### src/sv/aed_pkg.sv
package aed_pkg;

    // Defaults and fixed limits
    localparam int MAX_SLICE_WIDTH_DEF = 256;
    localparam int MAX_SLICE_HEIGHT    = 256;

    // Register and field widths
    localparam int DIM_W     = 9;
    localparam int ROW_W     = 8;
    localparam int CFG_IDX_W = 8;

    localparam logic [DIM_W-1:0] DIM_RESET = 9'd64;

    // Register indexes
    localparam logic [CFG_IDX_W-1:0] REG_SLICE_WIDTH  = 8'd0;
    localparam logic [CFG_IDX_W-1:0] REG_SLICE_HEIGHT = 8'd1;

    localparam logic [7:0] DILATED_ALPHA = 8'd96;

    // Eight neighbours of 8 bits at most
    localparam int SUM_W = 11;
    localparam int CNT_W = 4;

    typedef struct packed {
        logic [7:0] alpha;
        logic [7:0] blue;
        logic [7:0] green;
        logic [7:0] red;
    } t_pixel;

    typedef struct packed {
        logic shift;
        logic sum;
        logic left_ok;
        logic right_ok;
        logic top_ok;
        logic bottom_ok;
    } t_win_ctrl;

    typedef struct packed {
        logic [SUM_W-1:0] red;
        logic [SUM_W-1:0] green;
        logic [SUM_W-1:0] blue;
        logic [CNT_W-1:0] count;
        t_pixel           centre;
    } t_sums;

endpackage

### src/sv/aed_window.sv
module aed_window
    import aed_pkg::*;
(
    input  logic      i_clk,
    input  t_win_ctrl i_ctrl,
    input  t_pixel    i_top,
    input  t_pixel    i_mid,
    input  t_pixel    i_bot,
    output t_sums     o_sums
);

    t_pixel     r_win [9];
    t_sums      r_sums;
    t_sums      n_sums;
    logic [8:0] in_frame;

    // Opaque in-frame neighbours only; the centre never counts
    always_comb begin
        n_sums        = '0;
        n_sums.centre = r_win[4];
        for (int row = 0; row < 3; row++) begin
            for (int col = 0; col < 3; col++) begin
                in_frame[row*3+col] = (row != 0 || i_ctrl.top_ok)
                                   && (row != 2 || i_ctrl.bottom_ok)
                                   && (col != 0 || i_ctrl.left_ok)
                                   && (col != 2 || i_ctrl.right_ok);
            end
        end
        for (int k = 0; k < 9; k++) begin
            if (k != 4 && in_frame[k] && r_win[k].alpha != 8'd0) begin
                n_sums.red   = n_sums.red   + SUM_W'(r_win[k].red);
                n_sums.green = n_sums.green + SUM_W'(r_win[k].green);
                n_sums.blue  = n_sums.blue  + SUM_W'(r_win[k].blue);
                n_sums.count = n_sums.count + CNT_W'(1);
            end
        end
    end

    always_ff @(posedge i_clk) begin
        if (i_ctrl.shift) begin
            for (int row = 0; row < 3; row++) begin
                r_win[row*3]   <= r_win[row*3+1];
                r_win[row*3+1] <= r_win[row*3+2];
            end
            r_win[2] <= i_top;
            r_win[5] <= i_mid;
            r_win[8] <= i_bot;
        end
        if (i_ctrl.sum) begin
            r_sums <= n_sums;
        end
    end

    assign o_sums = r_sums;

endmodule

### config.mk
export PLATFORM = sky130hd
export DESIGN_NAME = aed_window
export DESIGN_NICKNAME = d
export VERILOG_FILES = /design/src/sv/aed_pkg.sv /design/src/sv/aed_window.sv
export SDC_FILE = /design/constraint.sdc
export NUM_CORES = 1
export LEC_CHECK = 0
export BUFFER_PORTS_ARGS = -buffer_cell sky130_fd_sc_hd__buf_2
export CAP_MARGIN = 20
export CORE_MARGIN = 4
export CORE_UTILIZATION = 53
export CTS_CLUSTER_SIZE = 30
export DETAILED_ROUTE_END_ITERATION = 6
export MAX_ROUTING_LAYER = met4
export PLACE_DENSITY_LB_ADDON = 0.15
export SLEW_MARGIN = 30
export SYNTH_ARGS = -nofsm -noshare
export SYNTH_HDL_FRONTEND = slang
export SYNTH_SLANG_ARGS = --single-unit
### constraint.sdc
create_clock -name i_clk -period 12.21 [get_ports i_clk]
set_clock_uncertainty 0.15 [all_clocks]
set_input_delay 1.8315 -clock i_clk [delete_from_list [all_inputs] [get_ports i_clk]]
set_output_delay 1.8315 -clock i_clk [all_outputs]
set_load 0.01 [all_outputs]
# --- Yosys cells after proc, flatten, opt, wreduce, memory -nomap -nowiden ---
# Memories as Yosys holds them, arrays and structs flattened.
# Cells that the tools add are included.
classes:
  n_addsub: 28
  muxes: 10
  reduce_logical: 20
ops:
  columns: ["op", "n"]
  rows:
  - ["$mux W37", 7]
  - ["$add A11 B8 Y11", 20]
  - ["$reduce_bool A8 Y1", 8]
  - ["$mux W34", 1]
  - ["$add A4 B1 Y4 const B", 7]
  - ["$logic_and A1 B1 Y1", 12]
  - ["$add A8 B8 Y9", 1]
  - ["$mux W1", 2]
totals:
  regBits: 69
  ramBits: 288
  output_inout_bits: 69
  elab_cells: 67
  mem_count: 1
mem_list:
  columns: ["name", "depth", "word_bits", "rd", "rd_clocked_by_memory_dff", "wr", "line_no", "text"]
  rows:
  - ["r_win", 9, 32, 9, 0, 9, "aed_window.sv:12", "t_pixel r_win [9];"]

# --- Logic depth before layout (Yosys ltp) ---
# An unclocked memory read counts as a cell.
logic_depth:
  ltp_word: 18
  mapped_depth: 51

# --- Least setup slack after synthesis ---
# Ideal clock, no wire load.
synth_timing:
  path_type: "input to register"
  startpoint: "in i_ctrl[3] in the netlist's numbering"
  endpoint: "reg r_sums, in the netlist o_sums[68] (data pin)"
  setup_time_ns: 0.260
  t_arrival_ns: 9.545
  path_slack_ns: 2.256
  stages: 47
  cell_sequence: "nand2_1 a21oi_1 clkbuf_1 clkbuf_1 and2_1 ha_1 nor2b_1 o31a_1 o31a_1 a211oi_1 a21o_1 ha_1 o21a_1 o31ai_1 a21boi_0 mux2_2 ha_1 inv_1 [11 not listed] o31ai_1 a21oi_1 o21ba_2 ha_1 o21a_1 o31a_1 a211oi_1 a21o_1 ha_1 o21a_1 o31a_1 o31ai_1 inv_1 nand4_1 nor2_1 a211oi_1 mux2i_1 xnor2_1"
synth_rtl:
  columns: ["element", "line_no", "text"]
  rows:
  - ["from (decl)", "aed_window.sv:5", "input t_win_ctrl i_ctrl,"]
  - ["to (signal assigned)", "aed_window.sv:50", "r_sums <= n_sums;"]
  - ["to (decl)", "aed_window.sv:13", "t_sums r_sums;"]

==> key figures <==
Placed design
  • Dpl hpwl: 32800 um
  • RD Place Congestion: 0.8798
  • # port buffers: 171
  • Placed Instances: 2473

Global route
  • Total GRT Usage: 0.2152
  • First-pass GRT wire length: 71420 um
  • Largest net degree at the start of global routing: 133
  • Total gr overflow: 0
  • Antenna violations before repair: 0
  • Vias in the first global route: 14020

Routing
  • Vias/cell: 5.621
  • Antenna Nets Post-Route: 0
  • Post-route DRC: 0
  • First-pass DRT Iterations: 6
  • Drt first-iter violations: 852
  • Post-DR wirelength/cell: 17.66 um
  • Vias: 14310
  • WL final: 44940 um

Critical path
  • Top cell by count, worst path: ha_1
  • R2r endpoint: o_sums[68]
  • Worst reg2reg path depth: 47
  • CP max FO: 28
  • Worst reg2reg path startpoint: r_win[0][29]
  • CP max stage cell: o31ai_1
  • Delay of the slowest cell on the worst path: 0.63 ns
  • Worst Setup End Kind: flip-flop
  • Worst Path Required: 12.37 ns
  • Worst reg-to-reg setup slack: 2.16 ns
  • Crit Path Category: input pin to flip-flop
  • Critical path arrival: 11.12 ns
  • Worst setup path end: o_sums[68]
  • CP startpoint kind: input pin
  • Setup crit start: i_ctrl[3]

Outcome
  • Status: completed

Timing
  • Worst slew pin tran: 0.9886 ns
  • Slew Limit Fails: 0
  • Slew margin rel.: 0.3393
  • Period utilization: 0.8983
  • Min cycle time layout: 10.97 ns
  • Hold WS: 0.2921 ns
  • Unrepaired setup endpoints after global routing: false
  • F_max: 0.09117 GHz
  • Final setup viols: 0
  • Final hold vios: 0
  • Final setup TNS: 0 ns

Layout
  • Post-layout util: 0.6124
  • Proportion of layout cells with a drive suffix above 1: 0.1589
  • Layout area overhead: 13.71%
  • Ant diodes: 0
  • Final Non-Filler Cells: 2545
  • # fillers: 3118
  • Nets@finish: 2297

Pwr
  • Register share of total power: 0.360
  • Int Power: 2939 uW
  • Pwr Total: 4343 uW
  • Combinational Power Share: 0.359
  • Pwr dens: 182.2 nW/um^2
  • Clock power share: 0.281
  • Switching part of the total: 0.3232
  • Peak supply drop: 0.1092 mV
  • Leakage power: 0.009642 uW
  • Sw Pwr: 1404 uW

Logic synthesis
  • Ranking of synthesized cells by area: edfxtp_1 51%, ha_1 10%, xnor2_1 3.2%, o21ai_0 3.0%, mux2_2 2.8%
  • Synth unique cells: 67
  • Mapped cell area: 20960 sq um
  • Register bit count reported by yosys: 357
  • Post-synth ARST share: 0
  • Mapped Nets: 2104
  • YS warnings: 0
  • Sequential share of the synthesized area: 0.5115
  • Post-synth EDFFs: 357
  • Gate count after technology mapping: 1805
  • Ys flop type: edfxtp_1
  • Cell taking the most area after synthesis: edfxtp_1
  • Top cell type's share of synthesized area: 0.5115
  • Avg Cell Area, Syn: 11.61 sq um

Min path
  • Hold Path Class: flip-flop to flip-flop
  • HP Start: r_win[0][252]

Clock network
  • Clock sink total: 357
  • Worst-path clk slew: 0.06 ns
  • Clk buf depth: 3
  • Clock latency at the later pin of the worst-skew pair: 0.56 ns
  • H-tree levels: 2
  • Setup Buffers After CTS: 0
  • CTS tree: yes
  • Num CTS Buffers: 40
  • Hold-fix buffers, CTS: 0
  • # resized after CTS: 0
  • Clock tree root driver cell: clkbuf_16

Die
  • Initial core utilization: 0.5385
  • Die H: 206.9 um
  • Die Wd: 206.9 um
  • Die area: 42790 sq um
  • Core box area: 38920 sq um
  • # IOs: 172
  • Cell row count: 72

Run
  • Max cap viols: 0
==> power groups by stage <==
stage,Combinational (uW),Sequential [uW],Clock (uW)
2_1_floorplan,1160,1590,0
3_3_place_gp,1480,1580,0
3_5_place_dp,1540,1580,0
4_1_cts,1560,1560,1250
5_1_grt,1760,1570,1300
6_report,1560,1560,1220
==> metrics by stage <==
step	area [sq um]	setup WS [ns]
floorplan	20960	2.256
global placement	22450	1.174
detailed placement	22480	0.7001
CTS	23800	1.304
global route	23830	0.3929
finish	23830	1.242
==> worst min path at each step <==
stage                          to  slack, ns  cells past startpoint
floorplan            r_win[0][26]       0.27                      0
detailed placement  r_win[0][100]       0.28                      0
finish              r_win[0][220]       0.29                      0
global placement       o_sums[23]       0.28                      0
global route           o_sums[23]       0.31                      0
CTS                 r_win[0][220]       0.29                      0
==> layer usage <==
metal	vias up	GRT usage	wire, um
li1	7124	-	-
met2	343	0.3210	19810
met3	78	0.02781	1956
met4	0	0.07318	1283
met5	-	-	0
met1	6760	0.3080	21890
==> registers in the layout, indices dropped and copies added, names as in the netlist <==
register	flops
r_win	288
o_sums	69
==> cell type report <==
class	count	area (sq um)	area share
flip-flops and latches	357	10720	0.4498
multi-input cells	1299	9687	0.4065
clock buffers	51	1064	0.04463
repair buffers	187	1036	0.04347
well taps	518	648.1	0.02720
inverters	113	426.7	0.01790
clock inverters	20	250.2	0.01050
==> cell usage after synthesis (6+ instances only) <==
| cell type | instances |
|---|---|
| o21ai_0 | 125 |
| a21o_1 | 53 |
| nor3b_1 | 10 |
| nor3_1 | 36 |
| and3_1 | 6 |
| o21bai_1 | 15 |
| nor4_1 | 14 |
| o21a_1 | 45 |
| a21boi_0 | 7 |
| mux2_2 | 52 |
| xor2_1 | 34 |
| clkbuf_1 | 27 |
| nor2b_1 | 35 |
| xnor2_1 | 76 |
| inv_1 | 111 |
| and2_1 | 23 |
| o31a_1 | 14 |
| nor2_1 | 133 |
| o31ai_1 | 16 |
| a21oi_1 | 114 |
| edfxtp_1 | 357 |
| a211oi_1 | 27 |
| buf_2 | 6 |
| a31oi_1 | 18 |
| o211ai_1 | 7 |
| ha_1 | 175 |
| nand2_1 | 104 |
| nand2b_1 | 18 |
| mux2i_1 | 29 |
| nand3_1 | 17 |
| o21ai_1 | 6 |
| fa_1 | 21 |
==> cells by family after synthesis <==
kind of cell               Yosys count  synth area share
AOI/OAI and AO/OA                  493            0.1512
and+or+nand+nor                    416           0.09498
DFF                                357            0.5115
adders and majority gates          196            0.1245
buffers and inverters              149           0.02716
xor gates and xnor gates           113           0.04883
muxes                               81           0.04179
==> layout by cell type (no fill, tap or decap), types with 52 or more instances in the layout <==
cell,instances
edfxtp_1,357
nand2_1,104
a21oi_1,112
nor2_1,133
mux2_2,52
xnor2_1,76
buf_2,169
o21ai_0,125
a21o_1,53
inv_1,111
ha_1,175
==> worst max-delay path: cells and delay by family <==
family | cells | cell delay (ns)
AOI/OAI and AO/OA | 20 | 4.32
adders and majority gates | 8 | 2.57
buffers and inverters | 8 | 1.00
and+or+nand+nor | 8 | 0.84
xor gates and xnor gates | 3 | 0.41
muxes | 1 | 0.12
Power figures use the tool's default switching activity.
