### config.mk
export PLATFORM = sky130hd
export DESIGN_NAME = aed_mean
export DESIGN_NICKNAME = d
export VERILOG_FILES = /design/src/sv/aed_pkg.sv /design/src/sv/aed_mean.sv
export SDC_FILE = /design/constraint.sdc
export NUM_CORES = 1
export LEC_CHECK = 0
export ABC_AREA = 1
export BUFFER_PORTS_ARGS = -buffer_cell sky130_fd_sc_hd__buf_2
export CAP_MARGIN = 20
export CORE_UTILIZATION = 55
export DETAILED_ROUTE_END_ITERATION = 7
export PLACE_DENSITY = 0.69
export SYNTH_ARGS = -nofsm -noshare
export SYNTH_HDL_FRONTEND = slang
export SYNTH_SLANG_ARGS = --single-unit
export TNS_END_PERCENT = 20
### constraint.sdc
create_clock -name vclk -period 14.1
set_input_delay 0 -clock vclk [all_inputs]
set_output_delay 0 -clock vclk [all_outputs]
set_load 0.02 [all_outputs]
### src/sv/aed_pkg.sv
package aed_pkg;

    // Defaults and fixed limits
    localparam int MAX_SLICE_WIDTH_DEF = 256;
    localparam int MAX_SLICE_HEIGHT    = 256;

    // Register and field widths
    localparam int DIM_W     = 9;
    localparam int ROW_W     = 8;
    localparam int CFG_IDX_W = 8;

    localparam logic [DIM_W-1:0] DIM_RESET = 9'd64;

    // Register indexes
    localparam logic [CFG_IDX_W-1:0] REG_SLICE_WIDTH  = 8'd0;
    localparam logic [CFG_IDX_W-1:0] REG_SLICE_HEIGHT = 8'd1;

    localparam logic [7:0] DILATED_ALPHA = 8'd96;

    // Eight neighbours of 8 bits at most
    localparam int SUM_W = 11;
    localparam int CNT_W = 4;

    typedef struct packed {
        logic [7:0] alpha;
        logic [7:0] blue;
        logic [7:0] green;
        logic [7:0] red;
    } t_pixel;

    typedef struct packed {
        logic shift;
        logic sum;
        logic left_ok;
        logic right_ok;
        logic top_ok;
        logic bottom_ok;
    } t_win_ctrl;

    typedef struct packed {
        logic [SUM_W-1:0] red;
        logic [SUM_W-1:0] green;
        logic [SUM_W-1:0] blue;
        logic [CNT_W-1:0] count;
        t_pixel           centre;
    } t_sums;

endpackage

### src/sv/aed_mean.sv
module aed_mean
    import aed_pkg::*;
(
    input  t_sums  i_sums,
    output t_pixel o_pixel
);

    localparam int RECIP_SHIFT = 15;
    localparam int RECIP_W     = 16;
    localparam int PROD_W      = SUM_W + RECIP_W;

    // ceil(2^15 / n): exact truncated quotient for sums below 2^15 / 7
    function automatic logic [RECIP_W-1:0] recip(input logic [CNT_W-1:0] count);
        logic [RECIP_W-1:0] m;
        case (count)
            4'd1:    m = 16'd32768;
            4'd2:    m = 16'd16384;
            4'd3:    m = 16'd10923;
            4'd4:    m = 16'd8192;
            4'd5:    m = 16'd6554;
            4'd6:    m = 16'd5462;
            4'd7:    m = 16'd4682;
            4'd8:    m = 16'd4096;
            default: m = '0;
        endcase
        return m;
    endfunction

    logic [RECIP_W-1:0] factor;
    logic [PROD_W-1:0]  prod_r;
    logic [PROD_W-1:0]  prod_g;
    logic [PROD_W-1:0]  prod_b;

    assign factor = recip(i_sums.count);
    assign prod_r = PROD_W'(i_sums.red)   * PROD_W'(factor);
    assign prod_g = PROD_W'(i_sums.green) * PROD_W'(factor);
    assign prod_b = PROD_W'(i_sums.blue)  * PROD_W'(factor);

    always_comb begin
        if (i_sums.centre.alpha != 8'd0 || i_sums.count == '0) begin
            o_pixel = i_sums.centre;
        end else begin
            o_pixel.red   = prod_r[RECIP_SHIFT +: 8];
            o_pixel.green = prod_g[RECIP_SHIFT +: 8];
            o_pixel.blue  = prod_b[RECIP_SHIFT +: 8];
            o_pixel.alpha = DILATED_ALPHA;
        end
    end

endmodule

Word level (Yosys, flattened, before mapping)
Memories as Yosys holds them, arrays and structs flattened.
Index checks and enable logic that the tools add are counted.

word-level totals
  register bits after elaboration = 0
  ROM bits = 256
  input bits = 69
  output and inout port bits = 32
  logic and storage cells = 8
  memories kept = 1

cells by class
  $mul = 3
  multiplexer cells = 1
  reduce and logical (&&, ||, !) cells = 3

memory list
  name             depth  bits a word  read ports  clocked after memory_dff  write ports  line            RTL
  (no name shown)  16     16           1           0                         0            aed_mean.sv:15  case (count)

operators by type and width
  cell                number
  $mul A11 B16 Y23    3
  $mux W32            1
  $reduce_bool A8 Y1  1
  $logic_not A4 Y1    1
  $logic_or A1 B1 Y1  1

Longest topological paths before layout
Gate-level depths: netlist (run 1).

  word-level depth = 3
  gate-level depth with buffers = 31
  gate-level depth less buffers = 30

Least setup slack after synthesis (run 1)
No wires, ideal clock.

  path type = input to output
  from = input i_sums[32] in the netlist's numbering
  to = output o_pixel[5] in the netlist's numbering
  data arrival time = 5,060 ps
  path slack = 9,040 ps
  stages = 22
  buffers on the path = 2
  cell sequence = ha_1 -> inv_1 -> nor2_1 -> buf_2 -> a21oi_1 -> clkbuf_1 -> nor2_1 -> fa_1 -> inv_1 -> fa_1 -> fa_1 -> inv_1 -> fa_1 -> inv_1 -> fa_1 -> inv_1 -> ha_1 -> a21oi_1 -> o21bai_1 -> a21oi_1 -> nand4_1 -> a31oi_1

RTL lines
  element      line           RTL
  from (decl)  aed_mean.sv:4  input t_sums i_sums,
  to (decl)    aed_mean.sv:5  output t_pixel o_pixel

==> impl_metrics.tcl, run 1 <==
set metrics [dict create \
    grtUsageTotal_pct 31.8 \
    critPathRequiredTime_ns 14.10 \
    routedWlPerCell_um 17.0 \
    routed_wl_um 42700 \
    cts_resized 0 \
    finalSetupViolations 0 \
    synth_top_area_share_pct 46.4 \
    dieArea_sq_um 28700 \
    min_period_over_period_pct 48.2 \
    drive_above_1_share_pct 6.06 \
    setup_tns_ns 0 \
    yosysSeqAreaShare_pct 0 \
    rows 60 \
    path_cells "buf_2 -> ha_1 -> inv_1 -> nor2_1 -> clkinv_1 -> nor2_1 -> fa_1 -> fa_1 -> fa_1 -> fa_1 -> inv_1 -> fa_1 -> inv_1 -> ha_1 -> nand2_1 -> nor2_1 -> inv_1 -> nor3_1 -> nand4_1 -> nand3_1 -> nand2_1 -> a31oi_1 -> buf_2" \
    postCtsSetupBuffers 0 \
    yosysWarnings 0 \
    core_area_sq_um 27200 \
    worst_path_most_repeated_cell "fa_1" \
    slowest_stage "clkinv_1" \
    antenna_found_initial 0 \
    yosysTopAreaCell "fa_1" \
    clock_buffers 0 \
    drtIter0Drc 1044 \
    ant_nets 0 \
    p_total_uw 624 \
    power-per-cell-area_nw_per_um2 38.4 \
    avgSynthCellArea_sq_um 7.40 \
    io_buffers 101 \
    ir_drop_mv 0.0366 \
    io_pins 101 \
    firstDrtPassIters 7 \
    grt_pass1_vias 13700 \
    layout.nets 2714 \
    fp.dieW_um 169 \
    critical_path_class "input pin to output pin" \
    end_kind "output pin" \
    grt_pass1_wl_um 70300 \
    syn_area_sq_um 15400 \
    drc 0 \
    slowest_delay_ns 1.02 \
    hold_viol 0 \
    synthCells 2081 \
    postLayoutCoreUtil_pct 59.9 \
    holdCritPathClass "input pin to output pin" \
    vias 13300 \
    arrival_ns 6.80 \
    worstMarginPinSlew_ns 1.02 \
    cts_hold_buf 0 \
    rsz0062_at_grt "false" \
    hold_slack_ns 0.240 \
    viasPerCell 5.27 \
    synthTopCellsByArea "fa_1 46%, inv_1 15%, ha_1 11%" \
    start_kind "input pin" \
    p_leak_uw 0.00908 \
    dp_hpwl_um 36400 \
    critPathMaxFanout 27 \
    finalCriticalPeriod_ns 6.80 \
    area_growth_pct 5.64 \
    syn_nets 2647 \
    outcome "complete, no violations" \
    start_util_pct 56.7 \
    fmax_mhz 147 \
    slew_headroom_pct 31.8 \
    routabilityCongestion 0.955 \
    grt_overflow 0 \
    synth_cell_type_count 37 \
    seq_cell_count 0 \
    antenna_cells 0 \
    grt_max_degree 32 \
    final-max-slew-violation-count 0 \
    yosysMostFrequentCell "inv_1" \
    synth_common_cells "604 x inv_1, 367 x nand2_1, 357 x fa_1" \
    fp.dieH_um 169 \
    regArea_sq_um 0 \
    maxCapViolCount 0 \
]
-- layer usage --
layer / routed length [um] / track usage [%]
met1: 17700 / 43.9
met2: 19900 / 52.7
met3: 3800 / 4.48
met4: 1280 / 8.38
met5: 0 / 0
-- cell type report --
type	instances	area [sq um]
timing repair buffer	110	573
fill	2666	10900
multi-input combinational	1416	12900
tap	372	465
inverter	620	2330
-- report_power, final --
part           total (uW)  internal, uW  switching [uW]
sequential              0             0               0
combinational         624           222             402
clock                   0             0               0
total                 624           222             402
-- metrics by stage --
step / area [sq um] / worst slack (ns) / std cells
after detailed placement: 16300 / 7.39 / 2518
final: 16300 / 7.30 / 2518
after floorplan: 15400 / 9.04 / 2081
after CTS: 16300 / 7.33 / 2518
after global routing: 16300 / 6.71 / 2518
after global placement: 16300 / 7.63 / 2518
-- worst paths after layout --
kind	end	cells past startpoint	start
max	o_pixel[21]	23	i_sums[32]
min	o_pixel[25]	2	i_sums[25]
-- cell families after synthesis --
| group | after synthesis | share of synthesized area (%) |
|---|---|---|
| XOR/XNOR | 22 | 1.30 |
| AND/OR/NAND/NOR | 780 | 20.2 |
| adder cells (fa/ha/maj) | 497 | 57.8 |
| buffers and inverters | 665 | 16.2 |
| AO/OA/AOI/OAI | 117 | 4.44 |
-- cells in the final DEF (no fill, tap or decap), types with 6 or more instances in the layout --
cell	n
inv_1	604
nand2_1	367
fa_1	357
nor2_1	308
ha_1	140
buf_2	101
nand3_1	61
a21oi_1	53
o21ai_0	22
nand4_1	15
xnor2_1	12
clkinv_1	10
a21o_1	9
xor2_1	9
buf_4	9
a31oi_1	8
nor3_1	7
inv_2	6
o21ai_1	6
-- critical path: cells and delay by family --
kind	cells	cell delay (ns)
buf+inv	7	1.60
fa+ha+maj	7	3.09
compound gates	1	0.11
simple gates	8	1.99
Power figures use the tool's default switching activity.
==> run 2, diff against run 1 <==
--- a/config.mk
+++ b/config.mk
@@ -10,7 +10,7 @@
 export CAP_MARGIN = 20
 export CORE_UTILIZATION = 55
 export DETAILED_ROUTE_END_ITERATION = 7
-export PLACE_DENSITY = 0.69
+export PLACE_DENSITY = 0.72
 export SYNTH_ARGS = -nofsm -noshare
 export SYNTH_HDL_FRONTEND = slang
 export SYNTH_SLANG_ARGS = --single-unit
==> constraint.sdc (replaced) <==
create_clock -name vclk -period 6.22
set_input_delay 0 -clock vclk [all_inputs]
set_output_delay 0 -clock vclk [all_outputs]
set_load 0.02 [all_outputs]
==> run 2 against run 1 <==
Effect of this change: first-iteration DRC count up 21%; largest cell class unchanged; cell count up 0.79%; non-clock buffer count grew 20; via count grew 1.5%; die area is the same; power up 130%; routed wire length up 3.3%; worst hold slack lost 0.011 ns.
==> impl_metrics.tcl, run 2 (synthesized netlist as in run 1, its figures left out) <==
set metrics [dict create \
    outcome "complete, no violations" \
    slowest_stage "fa_1" \
    clock_buffers 0 \
    start_util_pct 56.7 \
    dp.cells 2538 \
    area_growth_pct 6.82 \
    final-max-slew-violation-count 0 \
    p_total_uw 1440 \
    rsz0062_at_grt "false" \
    vias 13500 \
    routabilityCongestion 0.969 \
    switching_power_uw 927 \
    final_cells 2538 \
    grt_overflow 0 \
    worstMarginPinSlew_ns 0.601 \
    layout.nets 2734 \
    finalSetupViolations 0 \
    holdCritPathClass "input pin to output pin" \
    switching_share_pct 64.3 \
    worstHoldPathCells 2 \
    p_leak_uw 0.00919 \
    pwr-share-clk_pct 0 \
    pwr-share-comb_pct 100.0 \
    min_period_over_period_pct 93.8 \
    antenna_found_initial 0 \
    min_to "o_pixel[28]" \
    dieArea_sq_um 28700 \
    core_area_sq_um 27200 \
    end_kind "output pin" \
    path_depth 29 \
    finalCriticalPeriod_ns 5.84 \
    fmax_mhz 171 \
    grt_pass1_vias 14000 \
    hold_viol 0 \
    post-place-ws_ns 0.423 \
    maxCapViolCount 0 \
    io_pins 101 \
    seq_power_share_pct 0 \
    antenna_cells 0 \
    seq_cell_count 0 \
    routed_wl_um 44200 \
    final_cell_mix "604 x inv_1, 367 x nand2_1, 357 x fa_1" \
    cpLargestDelayFamily "adder cells" \
    arrival_ns 5.84 \
    crit_buf_inv 10 \
    fp.dieW_um 169 \
    power-per-cell-area_nw_per_um2 87.6 \
    cts_hold_buf 0 \
    fp.dieH_um 169 \
    start_kind "input pin" \
    regArea_sq_um 0 \
    io_buffers 101 \
    grt_max_degree 31 \
    grtUsageTotal_pct 32.7 \
    grt_pass1_wl_um 72300 \
    routedWlPerCell_um 17.4 \
    rows 60 \
    slew_headroom_pct 59.9 \
    critPathRequiredTime_ns 6.22 \
    critical_path_class "input pin to output pin" \
    slowest_delay_ns 0.56 \
    ir_drop_mv 0.0729 \
    worst_slack_ns 0.385 \
    critPathMaxFanout 17 \
    layout_commonest_cell "inv_1" \
    hp-start "i_sums[28]" \
    drive_above_1_share_pct 7.02 \
    p_int_uw 514 \
    drtIter0Drc 1267 \
    ant_nets 0 \
    firstDrtPassIters 5 \
    fillCellCount 2641 \
    dp_hpwl_um 38500 \
    setup_tns_ns 0 \
    viasPerCell 5.31 \
    drc 0 \
]
[run 2: how the worst max path moves through the flow]
stage                  end  startpoint
6_report        o_pixel[7]  i_sums[32]
5_1_grt         o_pixel[7]  i_sums[32]
4_1_cts         o_pixel[7]  i_sums[32]
3_5_place_dp    o_pixel[7]  i_sums[32]
3_3_place_gp   o_pixel[21]  i_sums[32]
2_1_floorplan   o_pixel[5]  i_sums[32]
[run 2: metal layers]
layer / up-vias / global-route usage [%] / part of all wire [%]
li1: 6162 / - / -
met3: 102 / 4.59 / 8.6
met4: 0 / 8.62 / 3.6
met5: - / 0 / 0
met2: 617 / 55.2 / 47
met1: 6586 / 44.4 / 41
[run 2: power groups by stage]
stage               registers (uW)  logic, uW  clock network [uW]
floorplan                        0       1030                   0
global placement                 0       1400                   0
detailed placement               0       1420                   0
CTS                              0       1440                   0
global route                     0       1650                   0
finish                           0       1440                   0
[run 2: final cells by class]
cell class,count,area [sq um],area share [%]
multi-input combinational,1416,12900,78.5
inverter,620,2330,14.1
timing repair buffer,130,748,4.55
tap,372,465,2.83
[run 2: metrics by stage]
step,utilization (%),instance area (sq um),hold slack (ns)
detailed placement,60.5,16400,0.229
floorplan,-,15400,0.142
global route,60.5,16400,0.241
CTS,60.5,16400,0.230
finish,60.5,16400,0.229
global placement,60.5,16400,0.226
[run 2: repair_timing]
| action | 4_1_cts | 5_1_grt |
|---|---|---|
| buffers inserted | 0 | 0 |
| setup endpoints to repair | 0 | 1 |
| resized for setup | 0 | 2 |
